File: src/hw/rtl/tkps_pkg.sv
// Package for the top-k spectral peak search block.
// Holds field widths, parameter defaults, payload structs and the sequencer state type.
// No dependencies.
`default_nettype none

package tkps_pkg;

  localparam int SEARCH_BINS_DEF = 64;
  localparam int MAX_PEAKS_DEF   = 8;

  localparam int MAG_W     = 16;
  localparam int BIN_W     = 7;
  localparam int RANK_W    = 3;
  localparam int CNT_W     = 4;
  localparam int FIRST_POS = 2;

  localparam logic [CNT_W-1:0] PEAK_COUNT_RST = 4'd3;

  typedef struct packed {
    logic [MAG_W-1:0] magnitude;
    logic             frame_last;
  } in_item_t;

  typedef struct packed {
    logic [BIN_W-1:0]  peak_bin;
    logic [RANK_W-1:0] peak_rank;
    logic              last_peak;
  } out_item_t;

  typedef enum logic [1:0] {
    ST_IDLE,
    ST_SCAN,
    ST_EMIT
  } tkps_state_t;

endpackage

`default_nettype wire

File: src/hw/rtl/tkps_bin_ram.sv
// Bin magnitude RAM: one write port, one read port with registered read data.
// Depends on tkps_pkg for the magnitude width.
`default_nettype none

module tkps_bin_ram #(
  parameter int DEPTH = 64,
  localparam int AW = (DEPTH > 1) ? $clog2(DEPTH) : 1
) (
  input  wire logic                    clk,
  input  wire logic                    wr_en,
  input  wire logic [AW-1:0]           wr_addr,
  input  wire logic [tkps_pkg::MAG_W-1:0] wr_data,
  input  wire logic                    rd_en,
  input  wire logic [AW-1:0]           rd_addr,
  output      logic [tkps_pkg::MAG_W-1:0] rd_data
);
  import tkps_pkg::*;

  logic [MAG_W-1:0] mem [DEPTH];

  always_ff @(posedge clk) begin
    if (wr_en) begin
      mem[wr_addr] <= wr_data;
    end
  end

  always_ff @(posedge clk) begin
    if (rd_en) begin
      rd_data <= mem[rd_addr];
    end
  end

endmodule

`default_nettype wire

File: src/hw/rtl/top_k_spectral_peak_search.sv
// Top level of the top-k spectral peak search block: frame loader, scan sequencer, result register.
// Depends on tkps_pkg and tkps_bin_ram.
//
// A frame streams in one magnitude per transaction, one per cycle while in_ready is high;
// positions 0 and 1 are dropped and positions 2 to SEARCH_BINS+1 go to the bin RAM. The
// transaction marked frame_last starts the search unless the effective peak count is zero,
// and input is not ready until the frame's last peak has been loaded into the output
// register. Each peak is one pass of a single compare unit over the RAM read port, and the
// effective peak count saturates at MAX_PEAKS (and at 15). Bins that were not received in
// the frame read as zero through the position counter, so there is no clearing pass; chosen
// flags are flip-flops cleared at frame end.
`default_nettype none

module top_k_spectral_peak_search #(
  parameter int SEARCH_BINS = tkps_pkg::SEARCH_BINS_DEF,
  parameter int MAX_PEAKS   = tkps_pkg::MAX_PEAKS_DEF
) (
  input  wire logic                      clk,
  input  wire logic                      rst_n,
  input  wire logic                      in_valid,
  output      logic                      in_ready,
  input  wire tkps_pkg::in_item_t        in_data,
  output      logic                      out_valid,
  input  wire logic                      out_ready,
  output      tkps_pkg::out_item_t       out_data,
  input  wire logic                      cfg_we,
  input  wire logic [tkps_pkg::CNT_W-1:0] cfg_wdata
);
  import tkps_pkg::*;

  localparam int IW  = $clog2(SEARCH_BINS);
  localparam int FPW = $clog2(SEARCH_BINS + 3);
  localparam logic [FPW-1:0] POS_FIRST = FPW'(FIRST_POS);
  localparam logic [FPW-1:0] POS_END   = FPW'(SEARCH_BINS + FIRST_POS);
  localparam logic [IW-1:0]  IDX_LAST  = IW'(SEARCH_BINS - 1);
  localparam int MAX_SAT_I = (MAX_PEAKS > 15) ? 15 : MAX_PEAKS;
  localparam logic [CNT_W-1:0] MAX_SAT = CNT_W'(MAX_SAT_I);

  tkps_state_t       state_r, state_nxt;
  logic [FPW-1:0]    frame_pos_r, frame_pos_nxt;
  logic [SEARCH_BINS-1:0] chosen_r, chosen_nxt;
  logic [CNT_W-1:0]  peak_count_r;
  logic [CNT_W-1:0]  rank_r, rank_nxt;
  logic              rd_act_r, rd_act_nxt;
  logic [IW-1:0]     rd_idx_r, rd_idx_nxt;
  logic              cmp_vld_r;
  logic [IW-1:0]     cmp_idx_r;
  logic              found_r, found_nxt;
  logic [IW-1:0]     best_r, best_nxt;
  logic [MAG_W-1:0]  best_mag_r, best_mag_nxt;
  logic              out_valid_r, out_valid_nxt;
  out_item_t         out_data_r, out_data_nxt;

  logic              in_acc;
  logic              wr_en;
  logic [IW-1:0]     wr_addr;
  logic [MAG_W-1:0]  rd_data;
  logic              rd_filled;
  logic [MAG_W-1:0]  cmp_mag;
  logic              take;
  logic [CNT_W-1:0]  cnt_eff;
  logic              emit_go;
  logic              is_last;
  logic [BIN_W-1:0]  pos_w;

  assign in_ready  = (state_r == ST_IDLE);
  assign in_acc    = in_valid && in_ready;
  assign out_valid = out_valid_r;
  assign out_data  = out_data_r;

  assign wr_en   = in_acc && (frame_pos_r >= POS_FIRST) && (frame_pos_r < POS_END);
  assign wr_addr = IW'(frame_pos_r - POS_FIRST);

  tkps_bin_ram #(
    .DEPTH (SEARCH_BINS)
  ) u_bin_ram (
    .clk     (clk),
    .wr_en   (wr_en),
    .wr_addr (wr_addr),
    .wr_data (in_data.magnitude),
    .rd_en   (rd_act_r),
    .rd_addr (rd_idx_r),
    .rd_data (rd_data)
  );

  assign rd_filled = ((FPW'(cmp_idx_r) + POS_FIRST) < frame_pos_r);
  assign cmp_mag   = rd_filled ? rd_data : '0;
  assign take      = cmp_vld_r && !chosen_r[cmp_idx_r] && (!found_r || (cmp_mag > best_mag_r));
  assign cnt_eff   = (peak_count_r > MAX_SAT) ? MAX_SAT : peak_count_r;
  assign emit_go   = !out_valid_r || out_ready;
  assign is_last   = ((rank_r + CNT_W'(1)) == cnt_eff);
  assign pos_w     = BIN_W'(32'(best_r) + 32'(FIRST_POS));

  always_ff @(posedge clk) begin
    if (!rst_n) begin
      state_r      <= ST_IDLE;
      frame_pos_r  <= '0;
      chosen_r     <= '0;
      peak_count_r <= PEAK_COUNT_RST;
      rank_r       <= '0;
      rd_act_r     <= 1'b0;
      cmp_vld_r    <= 1'b0;
      found_r      <= 1'b0;
      out_valid_r  <= 1'b0;
    end else begin
      state_r     <= state_nxt;
      frame_pos_r <= frame_pos_nxt;
      chosen_r    <= chosen_nxt;
      rank_r      <= rank_nxt;
      rd_act_r    <= rd_act_nxt;
      cmp_vld_r   <= rd_act_r;
      found_r     <= found_nxt;
      out_valid_r <= out_valid_nxt;
      if (cfg_we) begin
        peak_count_r <= cfg_wdata;
      end
    end
  end

  always_ff @(posedge clk) begin
    rd_idx_r   <= rd_idx_nxt;
    cmp_idx_r  <= rd_idx_r;
    best_r     <= best_nxt;
    best_mag_r <= best_mag_nxt;
    out_data_r <= out_data_nxt;
  end

  always_comb begin
    state_nxt     = state_r;
    frame_pos_nxt = frame_pos_r;
    chosen_nxt    = chosen_r;
    rank_nxt      = rank_r;
    rd_act_nxt    = rd_act_r;
    rd_idx_nxt    = rd_idx_r;
    found_nxt     = found_r;
    best_nxt      = best_r;
    best_mag_nxt  = best_mag_r;
    out_valid_nxt = out_valid_r && !out_ready;
    out_data_nxt  = out_data_r;

    if (take) begin
      found_nxt    = 1'b1;
      best_nxt     = cmp_idx_r;
      best_mag_nxt = cmp_mag;
    end

    unique case (state_r)
      ST_IDLE: begin
        if (in_acc) begin
          if (frame_pos_r < POS_END) begin
            frame_pos_nxt = frame_pos_r + FPW'(1);
          end
          if (in_data.frame_last) begin
            if (cnt_eff == '0) begin
              frame_pos_nxt = '0;
            end else begin
              state_nxt  = ST_SCAN;
              rank_nxt   = '0;
              rd_act_nxt = 1'b1;
              rd_idx_nxt = '0;
              found_nxt  = 1'b0;
              best_nxt   = '0;
            end
          end
        end
      end
      ST_SCAN: begin
        if (rd_act_r) begin
          if (rd_idx_r == IDX_LAST) begin
            rd_act_nxt = 1'b0;
          end else begin
            rd_idx_nxt = rd_idx_r + IW'(1);
          end
        end
        if (cmp_vld_r && (cmp_idx_r == IDX_LAST)) begin
          state_nxt = ST_EMIT;
        end
      end
      ST_EMIT: begin
        if (emit_go) begin
          out_valid_nxt          = 1'b1;
          out_data_nxt.peak_bin  = pos_w;
          out_data_nxt.peak_rank = rank_r[RANK_W-1:0];
          out_data_nxt.last_peak = is_last;
          chosen_nxt[best_r]     = 1'b1;
          rank_nxt               = rank_r + CNT_W'(1);
          if (is_last) begin
            state_nxt     = ST_IDLE;
            chosen_nxt    = '0;
            frame_pos_nxt = '0;
          end else begin
            state_nxt  = ST_SCAN;
            rd_act_nxt = 1'b1;
            rd_idx_nxt = '0;
            found_nxt  = 1'b0;
            best_nxt   = '0;
          end
        end
      end
      default: begin
        state_nxt = ST_IDLE;
      end
    endcase
  end

  a_frame_pos_bound: assert property (@(posedge clk) disable iff (!rst_n)
    frame_pos_r <= POS_END)
    else $error("frame position beyond saturation");

  a_last_starts_scan: assert property (@(posedge clk) disable iff (!rst_n)
    (in_acc && in_data.frame_last && (cnt_eff != '0)) |=> (state_r == ST_SCAN))
    else $error("frame end did not start a scan");

  a_load_from_emit: assert property (@(posedge clk) disable iff (!rst_n)
    $rose(out_valid_r) |-> $past(state_r == ST_EMIT))
    else $error("result loaded outside emit");

  a_idle_after_last: assert property (@(posedge clk) disable iff (!rst_n)
    (out_valid_r && out_data_r.last_peak && $past(state_r == ST_EMIT && emit_go))
      |-> (state_r == ST_IDLE && chosen_r == '0))
    else $error("frame state not cleared after last peak");

endmodule

`default_nettype wire
File: config.mk
export PLATFORM = sky130hd
export DESIGN_NAME = top_k_spectral_peak_search
export DESIGN_NICKNAME = d
export VERILOG_FILES = /design/src/hw/rtl/tkps_pkg.sv /design/src/hw/rtl/tkps_bin_ram.sv /design/src/hw/rtl/top_k_spectral_peak_search.sv
export SDC_FILE = /design/constraint.sdc
export NUM_CORES = 1
export LEC_CHECK = 0
export BUFFER_PORTS_ARGS = -buffer_cell sky130_fd_sc_hd__buf_2
export CAP_MARGIN = 40
export CELL_PAD_IN_SITES_DETAIL_PLACEMENT = 1
export CELL_PAD_IN_SITES_GLOBAL_PLACEMENT = 2
export CORE_ASPECT_RATIO = 0.5
export CORE_MARGIN = 4
export CORE_UTILIZATION = 52
export CTS_BUF_LIST = sky130_fd_sc_hd__clkbuf_4 sky130_fd_sc_hd__clkbuf_8
export CTS_CLUSTER_SIZE = 12
export DETAILED_ROUTE_END_ITERATION = 8
export HOLD_SLACK_MARGIN = 0.08
export PLACE_DENSITY_LB_ADDON = 0.05
export RECOVER_POWER = 100
export SETUP_SLACK_MARGIN = 0.5
export SLEW_MARGIN = 20
export SYNTH_ARGS = -nofsm -noshare
export SYNTH_HDL_FRONTEND = slang
export SYNTH_SLANG_ARGS = --single-unit
File: constraint.sdc
create_clock -name clk -period 5.6 [get_ports clk]
set_clock_uncertainty 0.05 [all_clocks]
set_input_delay 0.56 -clock clk [delete_from_list [all_inputs] [get_ports clk]]
set_output_delay 0.56 -clock clk [all_outputs]
set_load 0.03 [all_outputs]
==> results of run 1 <==
==> worst min-delay path by stage <==
stage                                    from                              to  depth (start not counted)
detailed placement  chosen_r[62]$_SDFFE_PN0P_       chosen_r[62]$_SDFFE_PN0P_                          2
CTS                                in_data[7]  u_bin_ram.mem[41][6]$_DFFE_PP_                          1
global placement    chosen_r[26]$_SDFFE_PN0P_       chosen_r[26]$_SDFFE_PN0P_                          2
finish                             in_data[0]       rd_idx_r[3]$_SDFFCE_PN0P_                          3
floorplan           rd_idx_r[2]$_SDFFCE_PN0P_            cmp_idx_r[2]$_DFF_P_                          0
global route                       in_data[0]       rd_idx_r[1]$_SDFFCE_PN0P_                          3
==> metal layers <==
metal | global-route usage, % | up-vias
li1 | - | 9400
met1 | 38.49 | 12120
met2 | 37.32 | 878
met3 | 5.326 | 143
met4 | 6.557 | 2
met5 | 0 | -
==> cell type report <==
| type | count | share of cell area [%] |
|---|---|---|
| Sequential cell | 1170 | 67.62 |
| Multi-Input combinational cell | 860 | 21.31 |
| Clock buffer | 231 | 5.550 |
| Tap cell | 1170 | 2.897 |
| Timing Repair Buffer | 161 | 1.716 |
| Clock inverter | 63 | 0.6513 |
| Inverter | 34 | 0.2526 |
| Antenna cell | 1 | 0.004953 |
==> Yosys cell counts (9+ instances only) <==
cell type | instances | area [sq um]
buf_1 | 29 | 108.9
nor2_1 | 162 | 608.1
and3_1 | 9 | 56.30
xnor2_1 | 12 | 105.1
buf_2 | 20 | 100.1
mux2i_1 | 26 | 260.3
nand2_1 | 37 | 138.9
ha_1 | 31 | 387.9
nand3_1 | 23 | 115.1
inv_1 | 31 | 116.4
dfxtp_1 | 97 | 1942
and2_1 | 10 | 62.56
edfxtp_1 | 1073 | 32220
clkbuf_1 | 53 | 198.9
nand2b_1 | 22 | 137.6
buf_4 | 10 | 75.07
mux4_2 | 344 | 7747
a21oi_1 | 97 | 485.5
==> critical path, delay by kind of cell, from the launching register on <==
family | cells | cell delay (ns)
mux | 2 | 1.48
flops | 1 | 0.33
buf+inv | 1 | 2.38
==> where the power goes <==
group	internal [W]	leakage, nW	switching [W]
sequential	0.00965	10.4	0.0000928
clock	0.00328	1.66	0.00321
combinational	0.00103	3.74	0.00134
==> stage by stage <==
stage	utilization, %	hold WS [ns]
2_1_floorplan	-	0.2962
3_3_place_gp	54.92	0.3915
3_5_place_dp	55.33	0.4033
4_1_cts	59.10	0.1256
5_1_grt	58.45	0.2440
6_report	58.45	0.2557
==> registers in the layout, indices dropped and copies added (netlist names) <==
| signal | count |
|---|---|
| cmp_idx_r | 6 |
| out_data | 11 |
| rank_r | 4 |
| found_r | 1 |
| state_r | 2 |
| u_bin_ram.mem | 1024 |
| out_valid | 1 |
| rd_idx_r | 6 |
| chosen_r | 64 |
| best_mag_r | 16 |
| u_bin_ram.rd_data | 16 |
| peak_count_r | 4 |
| best_r | 6 |
| rd_act_r | 1 |
| cmp_vld_r | 1 |
| frame_pos_r | 7 |
==> cell families after synthesis <==
| kind of cell | after synthesis |
|---|---|
| flops | 1170 |
| buf+inv | 150 |
| fa+ha+maj | 31 |
| simple gates | 291 |
| xor+xnor | 19 |
| compound gates | 147 |
| mux | 372 |
==> cell usage in the layout (no fill, tap or decap), types with 3 or more instances in the layout <==
cell type and n:
a2111oi_0 5, a21o_1 8, a21oi_1 96, a221oi_1 3, a22oi_1 5, and2_1 8
and3_1 9, buf_12 7, buf_2 21, buf_4 4, clkbuf_1 111, clkbuf_2 3
clkbuf_4 60, clkbuf_8 171, clkinv_1 47, clkinv_2 10, clkinvlp_4 3, dfxtp_1 97
dlygate4sd3_1 13, edfxtp_1 1073, ha_1 31, inv_1 31, mux2i_1 26, mux4_2 344
nand2_1 37, nand2b_1 22, nand3_1 23, nor2_1 158, nor2_2 4, nor2b_1 5
nor3_1 8, nor3b_1 3, o211ai_1 3, o21ai_0 7, o22ai_1 5, or3_1 4
xnor2_1 12, xor2_1 7
==> run metrics, run 1 <==
wl on met1=approximately 50000 um; Hold Buf Count CTS=13; via count=22540; I/O Pins=39; Startpoint Class=flop; multiplexer share of the synthesized area=between 10% and 20%; met3 routed WL=9047 um; worst setup margin=0.9229 ns; Post-Syn Area=roughly 46000 sq um; Async S/R FF share, synth=0%; Synth warnings=0; IO buf count=38; PD cells=368.1 nW/um^2; total of max-cap violations=31; top sig layer=met5; post-synthesis register bit count=approximately 1200; r2r worst-path depth=3; syn_area_per_cell=approximately 21 sq um; clk sink count=about 1200; Slew headroom=-134.4%; Fin. Hold Viols=0; Clock Latency Late Sink=around 0.84 ns; final WL=~110000 um; number of global-route vias before repair=around 23000; gpl congestion=between 0.7 and 0.8; Post-DP Area=47820 sq um; violated checks=max-capacitance violations, max-slew violations; post-CTS setup buffers=0; Post-Synth Adder-Cell Area=less than 1%; Post-Syn Instances=about 2200; GRT overflow=0; worst flop-to-flop path endpoint=u_bin_ram.rd_data[12]$_DFFE_PP_; Hold Path Class=input pin to flop; row cnt=76; Place WS=roughly 0.89 ns; DRT iter0 DRCs=between 2000 and 3000; register area=approximately 34000 sq um; CTS tree=built; drt via density=just over 6; area of the multi-input gates=about 11000 sq um; setup slack, reg-to-reg=roughly 0.92 ns; Netlist cell types=50; CTS resizes=0; Lkg Pwr=15.84 nW; first-pass GRT wire length=165500 um; post-synthesis compound-gate area fraction=1.911%; initial core utilization=between 50% and 60%; total negative slack=0 ns; number of synthesized flops with an enable pin=around 1100; largest net degree at the start of global routing=between 90 and 100; DRC=0; # placed instances=3378; Area growth syn-to-layout=10.87%; max frequency=around 0.21 GHz; average routed wire per standard cell=30.30 um; TritonCTS Buffers=between 150 and 200; slowest CP cell=clkbuf_2; overall die height=217.3 um; clk slew on worst S/H paths=around 0.070 ns; fin crit period=about 4.7 ns; initial antenna violation count=12; worst path cell trace=clkbuf_2 -> mux4_2 -> mux4_2; Critical Path AT=5.17 ns; final net count=2446; Root Buffer=clkbuf_8; Final Power=between 0.015 and 0.02 W; drt first pass iters=5; met2 wire len=just over 50000 um; DRT antenna net count=0; Non-Filler Instances=approximately 3700; share of layout cells above drive strength 1=about a quarter; Final period util=a little over four fifths; maximum VDD drop=about 0.24 mV; r2r startpoint=rd_idx_r[2]$_SDFFCE_PN0P_; endpoint type of the worst setup path=flop; sequential area share after synthesis=around three quarters; syn_nets=between 2000 and 2500; xor/xnor cell area share of the yosys netlist=less than 1%; width of the die=426.7 um; worst-margin pin slew=approximately 3.5 ns; unrepaired setup endpoints after global routing=false; Longest Clk Path Bufs=3; Post-Synth Simple-Gate Area=around 2.8%; final setup fails=0; dpl hpwl=66510 um; Final Slew Violations=approximately 1200; critical path required time=roughly 6 ns; crit path from=rd_idx_r[2]$_SDFFCE_PN0P_; crit path kind=flop to flop; critical path capture point=u_bin_ram.rd_data[12]$_DFFE_PP_; Fillers=roughly 7400; Crit path largest cell delay=approximately 2.4 ns; Core ar.=86440 sq um; predominant post-synthesis flop cell=edfxtp_1; status=finished, violations left; CP max FO=slightly below 70; All-Layer GR Usage=between 20 and 30%; Top cell by count, worst path=mux4_2; largest family of logic cells by synthesized area=multiplexers; fin area=between 50000 and 60000 sq um; H-tree depth=4; die area=just over 90000 sq um
Note: power is estimated with default switching activity, not from simulation.
==> run 2, diff against run 1 <==
clock period = 4.6 ns   (was 5.6 ns; I/O delays follow)
==> run 2 against run 1 <==
The run still ends with max-capacitance violations, max-slew violations left. Register-to-register slack got worse by 0.41 ns. Sequential power increased by 22%. Hold slack got worse by 0.10 ns. Wire length increased by 2.5%. Sequential cell count unchanged. Cell count increased by 1.2%. Critical path depth increased by 7. Non-clock buffer count increased by 50. Via count increased by 0.83%. Clock-buffer cell count unchanged. Final area increased by 1.2%. Critical endpoint is now u_bin_ram.mem[4][14]$_DFFE_PP_.
==> run metrics, run 2 (same netlist as run 1, synthesis figures left out) <==
max frequency=0.2444 GHz; clk sink count=~1200; initial antenna violation count=9; Critical Path AT=roughly 4.5 ns; overall die height=~220 um; number of global-route vias before repair=between 20000 and 25000; first-pass GRT wire length=roughly 170000 um; via count=roughly 23000; total negative slack=0 ns; Buf/Inv on CP=3; Longest Clk Path Bufs=3; Top cell by count, worst path=clkbuf_1; Startpoint Class=flop; maximum VDD drop=0.3172 mV; Hold Path Class=input pin to flop; Post-DP Area=between 40000 and 50000 sq um; critical path required time=about 5 ns; unrepaired setup endpoints after global routing=false; Crit path largest cell delay=0.67 ns; clk slew on worst S/H paths=approximately 0.070 ns; final setup fails=0; final core occ=59.13%; Slew headroom=-104.7%; Lkg Pwr=between 15 and 20 nW; fin area=approximately 51000 sq um; largest net degree at the start of global routing=between 60 and 70; initial core utilization=between 50% and 60%; crit path kind=flop to flop; DRT antenna net count=0; drt first pass iters=5; die area=between 90000 and 100000 sq um; CP max FO=8; Final period util=88.94%; CTS tree=built; H-tree depth=4; Fin. Hold Viols=0; dpl hpwl=between 60000 and 70000 um; drt via density=a little over 6; worst-margin pin slew=a little over 3 ns; Largest Register=u_bin_ram.mem; row cnt=76; worst setup margin=approximately 0.5 ns; width of the die=about 430 um; gpl congestion=between 0.7 and 0.8; final net count=around 2500; final WL=114600 um; fin crit period=roughly 4 ns; Root Buffer=clkbuf_8; PD cells=roughly 450 nW/um^2; I/O Pins=39; largest registers=u_bin_ram.mem: 1024 flops, chosen_r: 64 flops; DRC=0; most frequent cells in the layout=1073 x edfxtp_1, 344 x mux4_2, 172 x clkbuf_8; most common cell after layout, fill and taps aside=edfxtp_1; IO buf count=38; TritonCTS Buffers=about 160; status=finished, violations left; Fillers=7365; total of max-cap violations=19; average routed wire per standard cell=approximately 31 um; Core ar.=between 80000 and 90000 sq um; Place WS=0.2968 ns; Area growth syn-to-layout=12.16%; All-Layer GR Usage=25.64%; delay-heaviest family, CP=simple AND/OR/NAND/NOR gates; worst path cell trace=clkbuf_1 -> nor2_1 -> nand3_1 -> o21ai_0 -> o311a_1 -> and2_0 -> nand3_1 -> clkbuf_1 -> nor2_1 -> clkbuf_1; violated checks=max-capacitance violations, max-slew violations; Final Slew Violations=about 730; GRT overflow=0; DRT iter0 DRCs=roughly 2500; share of layout cells above drive strength 1=approximately 29%; Clock Latency Late Sink=roughly 0.84 ns; endpoint type of the worst setup path=flop; slowest CP cell=clkbuf_1; max reg flops=between 1000 and 1500
[run 2: changes by cell type in the layout (fill, tap and decap cells not counted), moves of 4 or more]
cell           before  now
buf_12              7   11
nor2_1            158  143
clkbuf_1          111   80
buf_2              21   13
clkbuf_2            3   50
buf_4               4   22
nor2_2              4   19
clkinv_1           47   32
clkinv_2           10   17
dlygate4sd3_1      13   30
[run 2: layout make-up]
cell class	count	area, sq um	share of cell area [%]
Antenna cell	2	5.005	0.009792
Clock buffer	231	2810	5.498
Clock inverter	56	334.1	0.6536
Inverter	34	127.6	0.2497
Multi-Input combinational cell	861	10830	21.19
Sequential cell	1170	34160	66.84
Tap cell	1170	1464	2.864
Timing Repair Buffer	211	1378	2.695
[run 2: per-stage QoR]
| stage | total power, W | std cells | hold slack, ns |
|---|---|---|---|
| 5_1_grt | 0.02373 | 3734 | 0.1479 |
| 3_3_place_gp | 0.01495 | 3387 | 0.3931 |
| 3_5_place_dp | 0.01503 | 3407 | 0.4066 |
| 6_report | 0.02276 | 3735 | 0.1556 |
| 2_1_floorplan | 0.01389 | 2180 | 0.2962 |
| 4_1_cts | 0.02301 | 3725 | 0.08011 |
[run 2: worst paths after layout]
kind,startpoint,endpoint,slack [ns],depth (start not counted)
worst max-delay path,frame_pos_r[1]$_SDFFE_PN0P_,u_bin_ram.mem[4][14]$_DFFE_PP_,0.51,10
worst min-delay path,in_valid,rd_idx_r[2]$_SDFFCE_PN0P_,0.16,3
worst max register to register,frame_pos_r[1]$_SDFFE_PN0P_,u_bin_ram.mem[4][14]$_DFFE_PP_,0.51,10
worst min register to register,chosen_r[40]$_SDFFE_PN0P_,chosen_r[40]$_SDFFE_PN0P_,0.41,2
[run 2: where the power goes]
part / total [W] / internal [W] / switching, W
Sequential: 0.0119 / 0.0117 / 0.000110
Combinational: 0.00294 / 0.00131 / 0.00163
Clock: 0.00797 / 0.00405 / 0.00392
[run 2: layer usage]
metal	up-vias	GRT usage, %	part of all wire [%]
met5	-	0	0
met4	0	6.819	1.8
met3	150	5.305	7.8
met2	852	38.50	46
met1	12220	38.96	44
li1	9508	-	-
[run 2: worst reg2reg max path, stage by stage (launching register included)]
cell	delay [ns]
dfxtp_1	0.31
clkbuf_1	0.20
nor2_1	0.43
nand3_1	0.24
o21ai_0	0.39
o311a_1	0.26
and2_0	0.27
nand3_1	0.24
clkbuf_1	0.42
nor2_1	0.24
clkbuf_1	0.67
[run 2: what timing repair did]
| action | in CTS | in global routing |
|---|---|---|
| cloned | 1 | 0 |
| hold buffers | 30 | 0 |
| pin swaps | 1 | 3 |
| gates resized for setup | 2 | 6 |
| setup endpoints to repair | 22 | 22 |
| buffers inserted | 0 | 3 |
| endpoints found under the hold margin | 349 | 0 |
